--- config.mk ---
export PLATFORM = sky130hd
export DESIGN_NAME = ir_remote_frame_transmitter_flat
export DESIGN_NICKNAME = d
export VERILOG_FILES = /design/src/irft_pkg.sv /design/src/irft_in_if.sv /design/src/irft_out_if.sv /design/src/irft_segment_decode.sv /design/src/ir_remote_frame_transmitter.sv /design/src/flat_wrapper.sv
export SDC_FILE = /design/constraint.sdc
export NUM_CORES = 1
export LEC_CHECK = 0
export BUFFER_PORTS_ARGS = -buffer_cell sky130_fd_sc_hd__buf_2
export CELL_PAD_IN_SITES_DETAIL_PLACEMENT = 1
export CELL_PAD_IN_SITES_GLOBAL_PLACEMENT = 1
export CORE_MARGIN = 2
export CORE_UTILIZATION = 40
export CTS_BUF_LIST = sky130_fd_sc_hd__clkbuf_8
export DETAILED_ROUTE_END_ITERATION = 10
export GPL_TIMING_DRIVEN = 0
export PLACE_DENSITY_LB_ADDON = 0.1
export SYNTH_ARGS = -nofsm -noshare
export SYNTH_HDL_FRONTEND = slang
export SYNTH_HIERARCHICAL = 1
export SYNTH_SLANG_ARGS = --single-unit
--- constraint.sdc ---
create_clock -name clk -period 7.55 [get_ports clk]
set_input_delay 1.1325 -clock clk [delete_from_list [all_inputs] [get_ports clk]]
set_output_delay 1.1325 -clock clk [all_outputs]
set_load 0.005 [all_outputs]
--- src/irft_pkg.sv ---
// shared types, constants and register codes of the infrared remote frame transmitter
package irft_pkg;

  localparam int PIN_COUNT = 12;
  localparam int NEC_BITS  = 32;
  localparam int RC5_BITS  = 14;

  localparam int DUR_W   = 17;
  localparam int SEG_W   = 7;
  localparam int CODE_W  = 32;
  localparam int FRAME_W = 5;
  localparam int CFG_W   = 17;
  localparam int CFG_IDX_W = 3;

  localparam logic [PIN_COUNT-1:0] ALL_PINS = {PIN_COUNT{1'b1}};
  localparam logic [CODE_W-1:0] RC5_CODE_MASK  = 32'h0000_37FF;
  localparam logic [CODE_W-1:0] RC5_TOGGLE_BIT = 32'h0000_0800;

  localparam logic [SEG_W-1:0] NEC_STOP_IDX = SEG_W'(2 + 2 * NEC_BITS);
  localparam logic [SEG_W-1:0] NEC_GAP_IDX  = SEG_W'(3 + 2 * NEC_BITS);
  localparam logic [SEG_W-1:0] RC5_GAP_IDX  = SEG_W'(2 * RC5_BITS);

  // register indexes of the configuration port
  localparam logic [CFG_IDX_W-1:0] REG_NEC_HDR_MARK  = 3'd0;
  localparam logic [CFG_IDX_W-1:0] REG_NEC_HDR_SPACE = 3'd1;
  localparam logic [CFG_IDX_W-1:0] REG_NEC_UNIT      = 3'd2;
  localparam logic [CFG_IDX_W-1:0] REG_NEC_ONE_SPACE = 3'd3;
  localparam logic [CFG_IDX_W-1:0] REG_RC5_HALF_BIT  = 3'd4;
  localparam logic [CFG_IDX_W-1:0] REG_FRAME_GAP     = 3'd5;

  localparam logic [15:0] RST_NEC_HDR_MARK  = 16'd9000;
  localparam logic [15:0] RST_NEC_HDR_SPACE = 16'd4500;
  localparam logic [11:0] RST_NEC_UNIT      = 12'd562;
  localparam logic [12:0] RST_NEC_ONE_SPACE = 13'd1687;
  localparam logic [11:0] RST_RC5_HALF_BIT  = 12'd887;
  localparam logic [16:0] RST_FRAME_GAP     = 17'd88000;

  localparam logic PROTO_NEC = 1'b0;
  localparam logic PROTO_RC5 = 1'b1;
  localparam logic CMD_TICK  = 1'b0;
  localparam logic CMD_START = 1'b1;

  typedef enum logic [1:0] {
    MODE_LOW   = 2'd0,
    MODE_HIGH  = 2'd1,
    MODE_FLOAT = 2'd2
  } mode_t;

  typedef struct packed {
    logic [15:0] nec_header_mark_us;
    logic [15:0] nec_header_space_us;
    logic [11:0] nec_unit_us;
    logic [12:0] nec_one_space_us;
    logic [11:0] rc5_half_bit_us;
    logic [16:0] frame_gap_us;
  } cfg_t;

  typedef struct packed {
    mode_t            mode;
    logic [DUR_W-1:0] len;
  } seg_t;

endpackage

--- src/irft_in_if.sv ---
// input channel: start and tick words
interface irft_in_if;
  logic                            valid;
  logic                            ready;
  logic                            cmd;
  logic                            protocol;
  logic [31:0]                     key_code;
  logic [irft_pkg::PIN_COUNT-1:0]  target_pins;
  logic [4:0]                      repeat_count;

  modport source (output valid, cmd, protocol, key_code, target_pins, repeat_count,
                  input ready);
  modport sink (input valid, cmd, protocol, key_code, target_pins, repeat_count,
                output ready);
endinterface

--- src/irft_out_if.sv ---
// output channel: pin state words
interface irft_out_if;
  logic                            valid;
  logic                            ready;
  logic [irft_pkg::PIN_COUNT-1:0]  pin_levels;
  logic [irft_pkg::PIN_COUNT-1:0]  pin_driven;
  logic                            busy_res;

  modport source (output valid, pin_levels, pin_driven, busy_res, input ready);
  modport sink (input valid, pin_levels, pin_driven, busy_res, output ready);
endinterface

--- src/irft_segment_decode.sv ---
// segment decoder: line mode and length of one frame segment
module irft_segment_decode (
  input  logic                           proto,
  input  logic [irft_pkg::SEG_W-1:0]     seg_idx,
  input  logic [irft_pkg::CODE_W-1:0]    code,
  input  irft_pkg::cfg_t                 cfg,
  output irft_pkg::seg_t                 seg
);

  logic [irft_pkg::SEG_W-1:0] k;
  logic [4:0]                 nec_pos;
  logic [4:0]                 rc5_pos;
  logic [irft_pkg::DUR_W-1:0] len_raw;
  logic                       code_bit;

  assign k       = seg_idx - irft_pkg::SEG_W'(2);
  assign nec_pos = 5'(irft_pkg::NEC_BITS - 1) - k[5:1];
  assign rc5_pos = 5'(irft_pkg::RC5_BITS - 1) - seg_idx[5:1];

  always_comb begin
    code_bit = 1'b0;
    len_raw  = '0;
    seg.mode = irft_pkg::MODE_FLOAT;
    if (proto == irft_pkg::PROTO_NEC) begin
      if (seg_idx == '0) begin
        seg.mode = irft_pkg::MODE_LOW;
        len_raw  = 17'(cfg.nec_header_mark_us);
      end else if (seg_idx == irft_pkg::SEG_W'(1)) begin
        seg.mode = irft_pkg::MODE_HIGH;
        len_raw  = 17'(cfg.nec_header_space_us);
      end else if (seg_idx < irft_pkg::NEC_STOP_IDX) begin
        if (!k[0]) begin
          seg.mode = irft_pkg::MODE_LOW;
          len_raw  = 17'(cfg.nec_unit_us);
        end else begin
          code_bit = code[nec_pos];
          seg.mode = irft_pkg::MODE_HIGH;
          len_raw  = code_bit ? 17'(cfg.nec_one_space_us) : 17'(cfg.nec_unit_us);
        end
      end else if (seg_idx == irft_pkg::NEC_STOP_IDX) begin
        seg.mode = irft_pkg::MODE_LOW;
        len_raw  = 17'(cfg.nec_unit_us);
      end else begin
        len_raw = cfg.frame_gap_us;
      end
    end else begin
      if (seg_idx < irft_pkg::RC5_GAP_IDX) begin
        // manchester: a one is high then low
        code_bit = code[rc5_pos];
        seg.mode = (code_bit ^ seg_idx[0]) ? irft_pkg::MODE_HIGH : irft_pkg::MODE_LOW;
        len_raw  = 17'(cfg.rc5_half_bit_us);
      end else begin
        len_raw = cfg.frame_gap_us;
      end
    end
    seg.len = (len_raw == '0) ? irft_pkg::DUR_W'(1) : len_raw;
  end

endmodule

--- src/ir_remote_frame_transmitter.sv ---
// top level: infrared remote line driver for nec and rc5 frames
// Drives a bank of 12 pins with NEC pulse-distance or RC5 Manchester frames.
// A start word latches protocol, code, pin mask and frame count; every tick
// word advances line time by one microsecond. Each input word, start or tick,
// yields exactly one output word showing the pins after that word took
// effect. One word is taken every clock cycle, held back only by output stalls:
// the segment step is a single decode and a 17-bit down count between the state
// registers and the output register, so each output word is registered in the
// cycle after its input word is taken. Durations come from
// the configuration registers; write them only while the block is idle.
// A start while busy is ignored and simply reports the current pins.
module ir_remote_frame_transmitter (
  input  logic                              clk,
  input  logic                              rst,
  irft_in_if.sink                           in_ch,
  irft_out_if.source                        out_ch,
  input  logic                              cfg_we,
  input  logic [irft_pkg::CFG_IDX_W-1:0]    cfg_index,
  input  logic [irft_pkg::CFG_W-1:0]        cfg_data
);

  localparam int PW = irft_pkg::PIN_COUNT;

  // configuration
  irft_pkg::cfg_t cfg;

  // transmitter state
  logic [irft_pkg::DUR_W-1:0]   dur, dur_next;
  logic [irft_pkg::SEG_W-1:0]   seg_idx, seg_idx_next;
  logic [irft_pkg::CODE_W-1:0]  code, code_next;
  logic [irft_pkg::FRAME_W-1:0] frames, frames_next;
  logic                         toggle, toggle_next;
  logic                         proto, proto_next;
  logic [PW-1:0]                pins, pins_next;
  logic [PW-1:0]                level, level_next;
  logic [PW-1:0]                drive, drive_next;

  // output register
  logic          out_valid;
  logic [PW-1:0] out_level;
  logic [PW-1:0] out_drive;
  logic          out_busy;

  logic accept;

  // segment decode inputs and helpers
  logic                         dec_proto;
  logic [irft_pkg::SEG_W-1:0]   dec_idx;
  logic [irft_pkg::CODE_W-1:0]  dec_code;
  irft_pkg::seg_t               seg;
  logic [irft_pkg::DUR_W-1:0]   dur_dec;
  logic [irft_pkg::SEG_W-1:0]   seg_inc;
  logic [irft_pkg::FRAME_W-1:0] frames_dec;
  logic                         frame_done;
  logic                         do_start;
  logic                         enter;
  logic [PW-1:0]                base_level;
  logic [PW-1:0]                base_drive;
  logic [irft_pkg::CODE_W-1:0]  start_code;
  logic                         start_toggle;

  // a skid-free output register: take a word whenever the slot is free or leaving
  assign in_ch.ready = !out_valid || out_ch.ready;
  assign accept      = in_ch.valid && in_ch.ready;

  assign out_ch.valid      = out_valid;
  assign out_ch.pin_levels = out_level;
  assign out_ch.pin_driven = out_drive;
  assign out_ch.busy_res   = out_busy;

  // configuration writes, unknown indexes dropped
  always_ff @(posedge clk) begin
    if (rst) begin
      cfg.nec_header_mark_us  <= irft_pkg::RST_NEC_HDR_MARK;
      cfg.nec_header_space_us <= irft_pkg::RST_NEC_HDR_SPACE;
      cfg.nec_unit_us         <= irft_pkg::RST_NEC_UNIT;
      cfg.nec_one_space_us    <= irft_pkg::RST_NEC_ONE_SPACE;
      cfg.rc5_half_bit_us     <= irft_pkg::RST_RC5_HALF_BIT;
      cfg.frame_gap_us        <= irft_pkg::RST_FRAME_GAP;
    end else if (cfg_we) begin
      unique case (cfg_index)
        irft_pkg::REG_NEC_HDR_MARK:  cfg.nec_header_mark_us  <= cfg_data[15:0];
        irft_pkg::REG_NEC_HDR_SPACE: cfg.nec_header_space_us <= cfg_data[15:0];
        irft_pkg::REG_NEC_UNIT:      cfg.nec_unit_us         <= cfg_data[11:0];
        irft_pkg::REG_NEC_ONE_SPACE: cfg.nec_one_space_us    <= cfg_data[12:0];
        irft_pkg::REG_RC5_HALF_BIT:  cfg.rc5_half_bit_us     <= cfg_data[11:0];
        irft_pkg::REG_FRAME_GAP:     cfg.frame_gap_us        <= cfg_data;
        default: ;
      endcase
    end
  end

  // start word decode: rc5 code gets masked and the toggle bit
  assign start_toggle = (in_ch.protocol == irft_pkg::PROTO_RC5) ? !toggle : toggle;
  always_comb begin
    if (in_ch.protocol == irft_pkg::PROTO_NEC) begin
      start_code = in_ch.key_code;
    end else begin
      start_code = (in_ch.key_code & irft_pkg::RC5_CODE_MASK)
                 | (start_toggle ? irft_pkg::RC5_TOGGLE_BIT : '0);
    end
  end

  assign do_start   = (in_ch.cmd == irft_pkg::CMD_START) && (frames == '0);
  assign dur_dec    = dur - irft_pkg::DUR_W'(1);
  assign seg_inc    = seg_idx + irft_pkg::SEG_W'(1);
  assign frames_dec = frames - irft_pkg::FRAME_W'(1);

  // rc5 skips the trailing gap on the last frame
  always_comb begin
    if (proto == irft_pkg::PROTO_NEC) begin
      frame_done = seg_inc > irft_pkg::NEC_GAP_IDX;
    end else begin
      frame_done = (seg_inc > irft_pkg::RC5_GAP_IDX)
                || (seg_inc == irft_pkg::RC5_GAP_IDX && frames == irft_pkg::FRAME_W'(1));
    end
  end

  // one decoder serves both a fresh start and a segment boundary
  assign dec_proto = do_start ? in_ch.protocol : proto;
  assign dec_idx   = (do_start || frame_done) ? '0 : seg_inc;
  assign dec_code  = do_start ? start_code : code;

  irft_segment_decode u_seg (
    .proto   (dec_proto),
    .seg_idx (dec_idx),
    .code    (dec_code),
    .cfg     (cfg),
    .seg     (seg)
  );

  always_comb begin
    dur_next     = dur;
    seg_idx_next = seg_idx;
    code_next    = code;
    frames_next  = frames;
    toggle_next  = toggle;
    proto_next   = proto;
    pins_next    = pins;
    base_level   = level;
    base_drive   = drive;
    enter        = 1'b0;

    if (in_ch.cmd == irft_pkg::CMD_START) begin
      if (do_start) begin
        proto_next   = in_ch.protocol;
        pins_next    = in_ch.target_pins;
        frames_next  = (in_ch.repeat_count == '0) ? irft_pkg::FRAME_W'(1)
                                                  : in_ch.repeat_count;
        code_next    = start_code;
        toggle_next  = start_toggle;
        seg_idx_next = '0;
        base_level   = irft_pkg::ALL_PINS;
        base_drive   = irft_pkg::ALL_PINS;
        enter        = 1'b1;
      end
    end else if (frames != '0) begin
      dur_next = dur_dec;
      if (dur_dec == '0) begin
        if (!frame_done) begin
          seg_idx_next = seg_inc;
          enter        = 1'b1;
        end else begin
          frames_next  = frames_dec;
          seg_idx_next = '0;
          if (frames_dec == '0) begin
            // last frame over: lines back to idle high
            base_level = irft_pkg::ALL_PINS;
            base_drive = irft_pkg::ALL_PINS;
          end else begin
            if (proto == irft_pkg::PROTO_NEC) begin
              base_level = irft_pkg::ALL_PINS;
              base_drive = irft_pkg::ALL_PINS;
            end
            enter = 1'b1;
          end
        end
      end
    end

    level_next = base_level;
    drive_next = base_drive;
    if (enter) begin
      dur_next = seg.len;
      unique case (seg.mode)
        irft_pkg::MODE_LOW: begin
          drive_next = base_drive | pins_next;
          level_next = base_level & ~pins_next;
        end
        irft_pkg::MODE_HIGH: begin
          drive_next = base_drive | pins_next;
          level_next = base_level | pins_next;
        end
        default: begin
          drive_next = base_drive & ~pins_next;
          level_next = base_level & ~pins_next;
        end
      endcase
    end
  end

  // state update on every accepted word
  always_ff @(posedge clk) begin
    if (rst) begin
      dur     <= '0;
      seg_idx <= '0;
      code    <= '0;
      frames  <= '0;
      toggle  <= 1'b0;
      proto   <= irft_pkg::PROTO_NEC;
      pins    <= '0;
      level   <= '0;
      drive   <= '0;
    end else if (accept) begin
      dur     <= dur_next;
      seg_idx <= seg_idx_next;
      code    <= code_next;
      frames  <= frames_next;
      toggle  <= toggle_next;
      proto   <= proto_next;
      pins    <= pins_next;
      level   <= level_next;
      drive   <= drive_next;
    end
  end

  // output word register
  always_ff @(posedge clk) begin
    if (rst) begin
      out_valid <= 1'b0;
    end else if (accept) begin
      out_valid <= 1'b1;
    end else if (out_ch.ready) begin
      out_valid <= 1'b0;
    end
  end

  always_ff @(posedge clk) begin
    if (accept) begin
      out_level <= level_next;
      out_drive <= drive_next;
      out_busy  <= (frames_next != '0);
    end
  end

`ifndef NO_ASSERTIONS
  // a pin reads high only while it is driven
  a_level_needs_drive: assert property (@(posedge clk) disable iff (rst)
    (level & ~drive) == '0)
    else $error("pin high while floating");

  // idle lines are uniform: all low after reset or all driven high
  a_idle_uniform: assert property (@(posedge clk) disable iff (rst)
    (frames == '0) |-> (level == drive))
    else $error("idle pins not uniform");

  // a running transmission always has time left in its segment
  a_busy_has_time: assert property (@(posedge clk) disable iff (rst)
    (frames != '0) |-> (dur != '0))
    else $error("busy with empty segment");

  // ticks while idle leave the pins alone
  a_idle_tick_holds: assert property (@(posedge clk) disable iff (rst)
    (accept && in_ch.cmd == irft_pkg::CMD_TICK && frames == '0) |=>
      ($stable(level) && $stable(drive) && frames == '0))
    else $error("idle tick changed pins");
`endif

endmodule
--- src/flat_wrapper.sv ---
// flat-port wrapper written by rule: the top's interface ports become plain ports
module ir_remote_frame_transmitter_flat 
  (clk, rst, cfg_we, cfg_index, cfg_data, in_ch_valid, in_ch_cmd, in_ch_protocol, in_ch_key_code, in_ch_target_pins, in_ch_repeat_count, in_ch_ready, out_ch_valid, out_ch_pin_levels, out_ch_pin_driven, out_ch_busy_res, out_ch_ready);
  irft_in_if in_ch_i ();
  irft_out_if out_ch_i ();
  input  logic clk;
  input  logic rst;
  input  logic cfg_we;
  input  logic [irft_pkg::CFG_IDX_W-1:0] cfg_index;
  input  logic [irft_pkg::CFG_W-1:0] cfg_data;
  input wire logic [$bits(in_ch_i.valid)-1:0] in_ch_valid;
  input wire logic [$bits(in_ch_i.cmd)-1:0] in_ch_cmd;
  input wire logic [$bits(in_ch_i.protocol)-1:0] in_ch_protocol;
  input wire logic [$bits(in_ch_i.key_code)-1:0] in_ch_key_code;
  input wire logic [$bits(in_ch_i.target_pins)-1:0] in_ch_target_pins;
  input wire logic [$bits(in_ch_i.repeat_count)-1:0] in_ch_repeat_count;
  output wire logic [$bits(in_ch_i.ready)-1:0] in_ch_ready;
  output wire logic [$bits(out_ch_i.valid)-1:0] out_ch_valid;
  output wire logic [$bits(out_ch_i.pin_levels)-1:0] out_ch_pin_levels;
  output wire logic [$bits(out_ch_i.pin_driven)-1:0] out_ch_pin_driven;
  output wire logic [$bits(out_ch_i.busy_res)-1:0] out_ch_busy_res;
  input wire logic [$bits(out_ch_i.ready)-1:0] out_ch_ready;
  assign in_ch_i.valid = in_ch_valid;
  assign in_ch_i.cmd = in_ch_cmd;
  assign in_ch_i.protocol = in_ch_protocol;
  assign in_ch_i.key_code = in_ch_key_code;
  assign in_ch_i.target_pins = in_ch_target_pins;
  assign in_ch_i.repeat_count = in_ch_repeat_count;
  assign in_ch_ready = in_ch_i.ready;
  assign out_ch_valid = out_ch_i.valid;
  assign out_ch_pin_levels = out_ch_i.pin_levels;
  assign out_ch_pin_driven = out_ch_i.pin_driven;
  assign out_ch_busy_res = out_ch_i.busy_res;
  assign out_ch_i.ready = out_ch_ready;
  ir_remote_frame_transmitter u_core (.clk(clk), .rst(rst), .in_ch(in_ch_i), .out_ch(out_ch_i), .cfg_we(cfg_we), .cfg_index(cfg_index), .cfg_data(cfg_data));
endmodule
==> results of run 1 <==
-- metrics by stage --
| stage | utilization, % | instances | worst slack, ns | cell area, um2 | hold slack, ns |
|---|---|---|---|---|---|
| finish | 46.95 | 2030 | 0.4236 | 13440 | 0.4538 |
| global route | 46.95 | 2030 | 0.006031 | 13440 | 0.4694 |
| CTS | 46.92 | 2030 | 0.2670 | 13430 | 0.4557 |
| floorplan | - | 1468 | 2.228 | 11590 | 0.4320 |
| global placement | 43.97 | 1954 | 0.2541 | 12590 | 0.4392 |
| detailed placement | 43.97 | 1954 | 0.2152 | 12590 | 0.4472 |
-- routing by layer --
layer,part of all wire [%],wire length (um),vias up,global-route usage (%)
li1,-,-,5523,-
met1,46,19660,5707,36.75
met2,46,19840,337,46.46
met3,5.6,2400,78,4.834
met4,2.4,1039,0,8.999
met5,0,0,-,0
-- worst paths after layout --
kind | startpoint | to | slack, ns | cells after the start
max | u_core/seg_idx[0] | u_core/out_ch.pin_levels[0] | 0.42 | 20
min | u_core/code[8] | u_core/code[8] | 0.45 | 2
max reg2reg | u_core/seg_idx[0] | u_core/out_ch.pin_levels[0] | 0.42 | 20
min reg2reg | u_core/code[8] | u_core/code[8] | 0.45 | 2
-- cells in the final DEF (no fill, tap or decap), types with 51 or more instances in the layout --
cell type and n:
a211oi_1 53, clkbuf_8 51, nand2_1 380, clkbuf_1 86, inv_1 58, nor2_1 53
a21oi_1 147, o21ai_0 74, nand3_1 60, buf_2 120, dfxtp_1 186
-- area by class of cell --
type	instances	area, um2
fillers	3575	15180
clock buffers	51	701.9
flip-flops and latches	211	4474
plain buffers	111	474.2
well taps	384	480.5
clock inverters	25	141.4
inverters	45	168.9
repair buffers	102	510.5
multi-input cells	1101	6489
-- registers in the layout (all words and copies together) (netlist names) --
register / cells
u_core/cfg: 86
u_core/code: 32
u_core/dur: 17
u_core/drive: 12
u_core/level: 12
u_core/out_ch.pin_driven: 12
u_core/out_ch.pin_levels: 12
u_core/pins: 12
u_core/seg_idx: 7
u_core/frames: 5
u_core/out_ch.busy_res: 1
u_core/out_ch.valid: 1
u_core/proto: 1
u_core/toggle: 1
-- power by group through the flow --
stage	Combinational [W]	Sequential, W	Clock (W)
finish	0.000753	0.00125	0.00117
detailed placement	0.000742	0.00127	0
global route	0.000822	0.00125	0.00126
floorplan	0.000495	0.00126	0
CTS	0.000746	0.00125	0.00120
global placement	0.000725	0.00127	0
-- cells by family after synthesis --
family,after synthesis,share of synthesized area [%]
and+or+nand+nor,617,24.16
AOI/OAI and AO/OA,389,21.18
DFF,211,38.59
buffers and inverters,156,5.536
muxes,62,7.457
xor gates and xnor gates,20,1.673
adders and majority gates,13,1.403
-- what timing repair did --
| action | in CTS | in global routing |
|---|---|---|
| endpoints found under the setup margin | 0 | 11 |
| hold buffers | 0 | 0 |
| hold endpoints to repair | 0 | 0 |
| gates resized for setup | 0 | 3 |
-- worst max-delay path, stage by stage (launching register included) --
cell and delay (ns):
dfxtp_1 0.51, ha_1 0.36, nand3_1 0.13, xor2_1 0.37, a41oi_1 0.36, or3_1 0.41
clkbuf_1 0.18, nor2_1 0.24, clkbuf_1 0.49, inv_1 0.18, ha_1 0.26, or3b_1 0.16
buf_2 0.18, nor2_1 0.12, buf_2 0.27, o31ai_1 1.13, nor2b_1 0.27, a31o_2 0.32
a21oi_1 0.23, clkbuf_1 0.51, a21oi_1 0.16
==> flow_summary.ini, run 1 <==
[clocking]
clock-root-buffer = clkbuf_8
cts_sinks = 211
cts_setup_buffers = 0
clockBufferDepth = 3
clkTransAtPathRegs_ns = 0.05
cts_buffers = 41
insertion_delay_ns = 0.56
htreeDepth = 2
cts_tree = built

[sta]
period_needed_ns = 7.126
slew_headroom_pct = 7.324
fin_worst_skew_ns = 0.02430
setup_viol = 0
period_share_pct = 94.39
tightest_slew_ns = 1.378
tns_ns = 0
rsz0062_at_grt = no
hold_viol_final = 0
fmax_mhz = 140.3
slew_violations = 0

[route]
routed_via_density = 5.736
drt_first_pass_iters = 5
drt_iter0_drc = 751
routedWlPerCell_um = 21.15
drc = 0
ant_nets = 0
wirelength_mm = 42.94
via_count = 11645

[global_route]
grt_pass1_vias = 11867
overflow = 0
grt_pass1_wl_mm = 66.67
antenna_found_initial = 0
grt_usage_pct = 27.90
grt_max_degree = 35

[pwr]
ir_drop_v = 0.00009404
p_per_area_nw_per_um2 = 236.3
p_sw_share_pct = 33.40
internal_power_w = 0.002115
pwr-share-clk_pct = 37.0
seqPwrFrac_pct = 39.3
p_comb_share_pct = 23.7
report.power.total_w = 0.003176
power_leakage_nw = 5.122
p_switching_w = 0.001061

[place]
portBuffers = 102
post-dp-hpwl_mm = 31.03
place.gp.congestion = 0.8928

[layout]
diodes = 0
synthToLayoutAreaGrowth_pct = 15.92
drive_gt1_share_pct = 15.74
nNetsFinal = 1702

[logic_synthesis]
yosys-top-cells-area = dfxtp_1 32%, nand2_1 12%, edfxtp_1 6.5%
ys.flop_type = dfxtp_1
ys_types = 90
synthTopCellsByCount = 380 x nand2_1, 186 x dfxtp_1, 147 x a21oi_1
syn_nets = 1557
yosys_register_bits = 211
async_flop_share_pct = 0
synth_area_leader_cell = dfxtp_1
yosysWarnings = 6
synth_top_area_share_pct = 32.11
netlist_area_um2 = 11590
synth_edf_count = 25
yosysMostFrequentCell = nand2_1
seq_area_frac_synth_pct = 38.59
synth_cells = 1468
syn_area_per_cell_um2 = 7.898

[worst_setup_path]
worstSetupEndpointType = flop
worstSetupPathType = flop to flop
crit_required_ns = 7.82
worstPathArrival_ns = 7.40
crit_fanout = 10
cp-start-kind = flop

[outcome]
run_status = finished clean

[hold_path]
hold_class = flop to flop

[flow_run]
drv_cap = 0

[floorplanning]
core-area_um2 = 28630
initial_core_util_pct = 40.51
rows = 62
die_h_um = 174.3
ios = 103
die_w_um = 174.3
dieArea_um2 = 30360
Note: power is estimated with default switching activity, not from simulation.
==> run 2: changes to the inputs <==
Settings changed: CORE_ASPECT_RATIO set to 1.75.
==> run 2 against run 1 <==
Against the previous run: largest cell class unchanged; worst hold slack is essentially flat; first-iteration DRC count shrank 6.4%; highest routed layer unchanged; critical path type unchanged; sequential power barely moved; critical endpoint is now u_core/out_ch.pin_levels[9].
==> flow_summary.ini, run 2 (same netlist as run 1, synthesis figures left out) <==
[worst_setup_path]
slowest_stage = clkbuf_1
worstSetupEndpointType = flop
worstReg2RegStart = u_core/frames[0]
worstPathArrival_ns = 7.49
cpPeakStageDelay_ns = 0.50
crit_required_ns = 7.82
crit_top_cell = clkbuf_1
reg2regPathDepth = 24
cp-start-kind = flop
crit_fanout = 10
crit_path_cell_trace = inv_1 > ha_1 > or3b_2 > nor2_1 > ha_1 > clkbuf_1 > or3_1 > clkbuf_1 > nor2_1 > clkbuf_1 > inv_1 > ha_1 > or3b_1 > buf_2 > nor4_4 > nor3_1 > clkbuf_1 > o21ai_0 > o41ai_1 > nor2b_1 > a31o_2 > a21oi_1 > clkbuf_1 > a21oi_1
r2r-end = u_core/out_ch.pin_levels[9]
worstSetupPathType = flop to flop
reg2reg_slack_ns = 0.33

[sta]
tns_ns = 0
period_share_pct = 95.60
fmax_mhz = 138.5
setup_viol = 0
period_needed_ns = 7.218
slew_violations = 0
rsz0062_at_grt = no
slew_headroom_pct = 34.43
fin_worst_skew_ns = 0.01621
tightest_slew_ns = 0.9753
hold_viol_final = 0
fin_ws_ns = 0.3319

[pwr]
ir_drop_v = 0.0001218
report.power.total_w = 0.003040
p_per_area_nw_per_um2 = 228.9
power_leakage_nw = 5.030

[place]
post-dp-hpwl_mm = 32.88
pre_cts_ws_ns = 0.3785
portBuffers = 102
numPlacedInstances = 1948
postPlaceCellArea_um2 = 12580
place.gp.congestion = 0.9282

[layout]
nNetsFinal = 1697
drive_gt1_share_pct = 14.96
top_register = u_core/cfg
reg_top3 = u_core/cfg (86), u_core/code (32), u_core/dur (17)
largest_reg_flops = 86
design_area_um2 = 13280
diodes = 0
synthToLayoutAreaGrowth_pct = 14.50
mostFrequentLayoutCells = 380 x nand2_1, 186 x dfxtp_1, 147 x a21oi_1
stdcell_count = 2009
final_common_cell = nand2_1

[floorplanning]
die_h_um = 229.2
core-area_um2 = 28630
rows = 82
initial_core_util_pct = 40.51
ios = 103
die_w_um = 132.7
dieArea_um2 = 30420

[global_route]
overflow = 0
antenna_found_initial = 0
grt_pass1_wl_mm = 68.61
grt_max_degree = 35
grt_usage_pct = 28.88
grt_pass1_vias = 12247

[hold_path]
min_to = u_core/code[25]
hold_class = flop to flop
min_from = u_core/code[25]
hold_path_depth = 2

[clocking]
htreeDepth = 2
cts_sinks = 211
cts_buffers = 36
clkTransAtPathRegs_ns = 0.06
cts_tree = built
clockBufferDepth = 3
cts_hold_buf = 0
insertion_delay_ns = 0.57
clock-root-buffer = clkbuf_8

[route]
ant_nets = 0
drc = 0
via_count = 11711
drt_iter0_drc = 703
wirelength_mm = 44.31
routedWlPerCell_um = 22.06
drt_first_pass_iters = 5
routed_via_density = 5.829

[outcome]
run_status = finished clean

[flow_run]
drv_cap = 0
run 2: cell types whose count changed in the layout (fill, tap and decap cells not counted), sizes merged:
| cell | delta |
|---|---|
| clkinvlp | +2 |
| clkbuf | -5 |
| inv | -2 |
| clkinv | -9 |
| bufinv | -1 |
run 2: through the flow:
step	utilization (%)	hold slack, ns
6_report	46.38	0.4541
5_1_grt	46.38	0.4778
4_1_cts	46.38	0.4567
3_5_place_dp	43.95	0.4484
3_3_place_gp	43.94	0.4388
2_1_floorplan	-	0.4320
run 2: timing repair:
item,CTS,global route
setup endpoints to repair,0,2
resized for setup,0,1
setup buffers,0,0
run 2: final cells by class:
class	count	area [um2]
repair buffers	102	510.5
well taps	378	473.0
clock buffers	46	633.1
fillers	3556	15350
inverters	45	168.9
clock inverters	15	63.81
multi-input cells	1101	6479
plain buffers	111	474.2
flip-flops and latches	211	4474
run 2: worst max-delay path: cells and delay by family (launching register included):
kind,cells,cell delay (ns)
simple gates,8,2.29
buf+inv,8,2.31
fa+ha+maj,3,0.71
compound gates,5,1.21
flops,1,0.38
run 2: worst max-delay path by stage:
stage,startpoint,slack [ns],cells after the start,endpoint
floorplan,in_ch_cmd,2.23,22,u_core/dur[0]
global placement,u_core/seg_idx[0],0.46,21,u_core/out_ch.pin_levels[9]
detailed placement,u_core/seg_idx[0],0.38,21,u_core/out_ch.pin_levels[9]
CTS,u_core/seg_idx[0],0.34,21,u_core/out_ch.pin_levels[9]
global route,u_core/frames[0],0.02,24,u_core/out_ch.pin_levels[9]
finish,u_core/frames[0],0.33,24,u_core/out_ch.pin_levels[9]
run 2: routing by layer:
metal,part of all wire [%],global-route usage (%)
met1,38,30.46
met2,52,54.13
met4,6.4,17.17
met3,3.6,3.453
met5,0,0
run 2: power by group:
part | internal (W) | switching (W) | leakage, nW
Combinational | 0.000264 | 0.000493 | 2.87
Clock | 0.000543 | 0.000491 | 0.400
Sequential | 0.00120 | 0.0000457 | 1.76
Total | 0.00201 | 0.00103 | 5.03
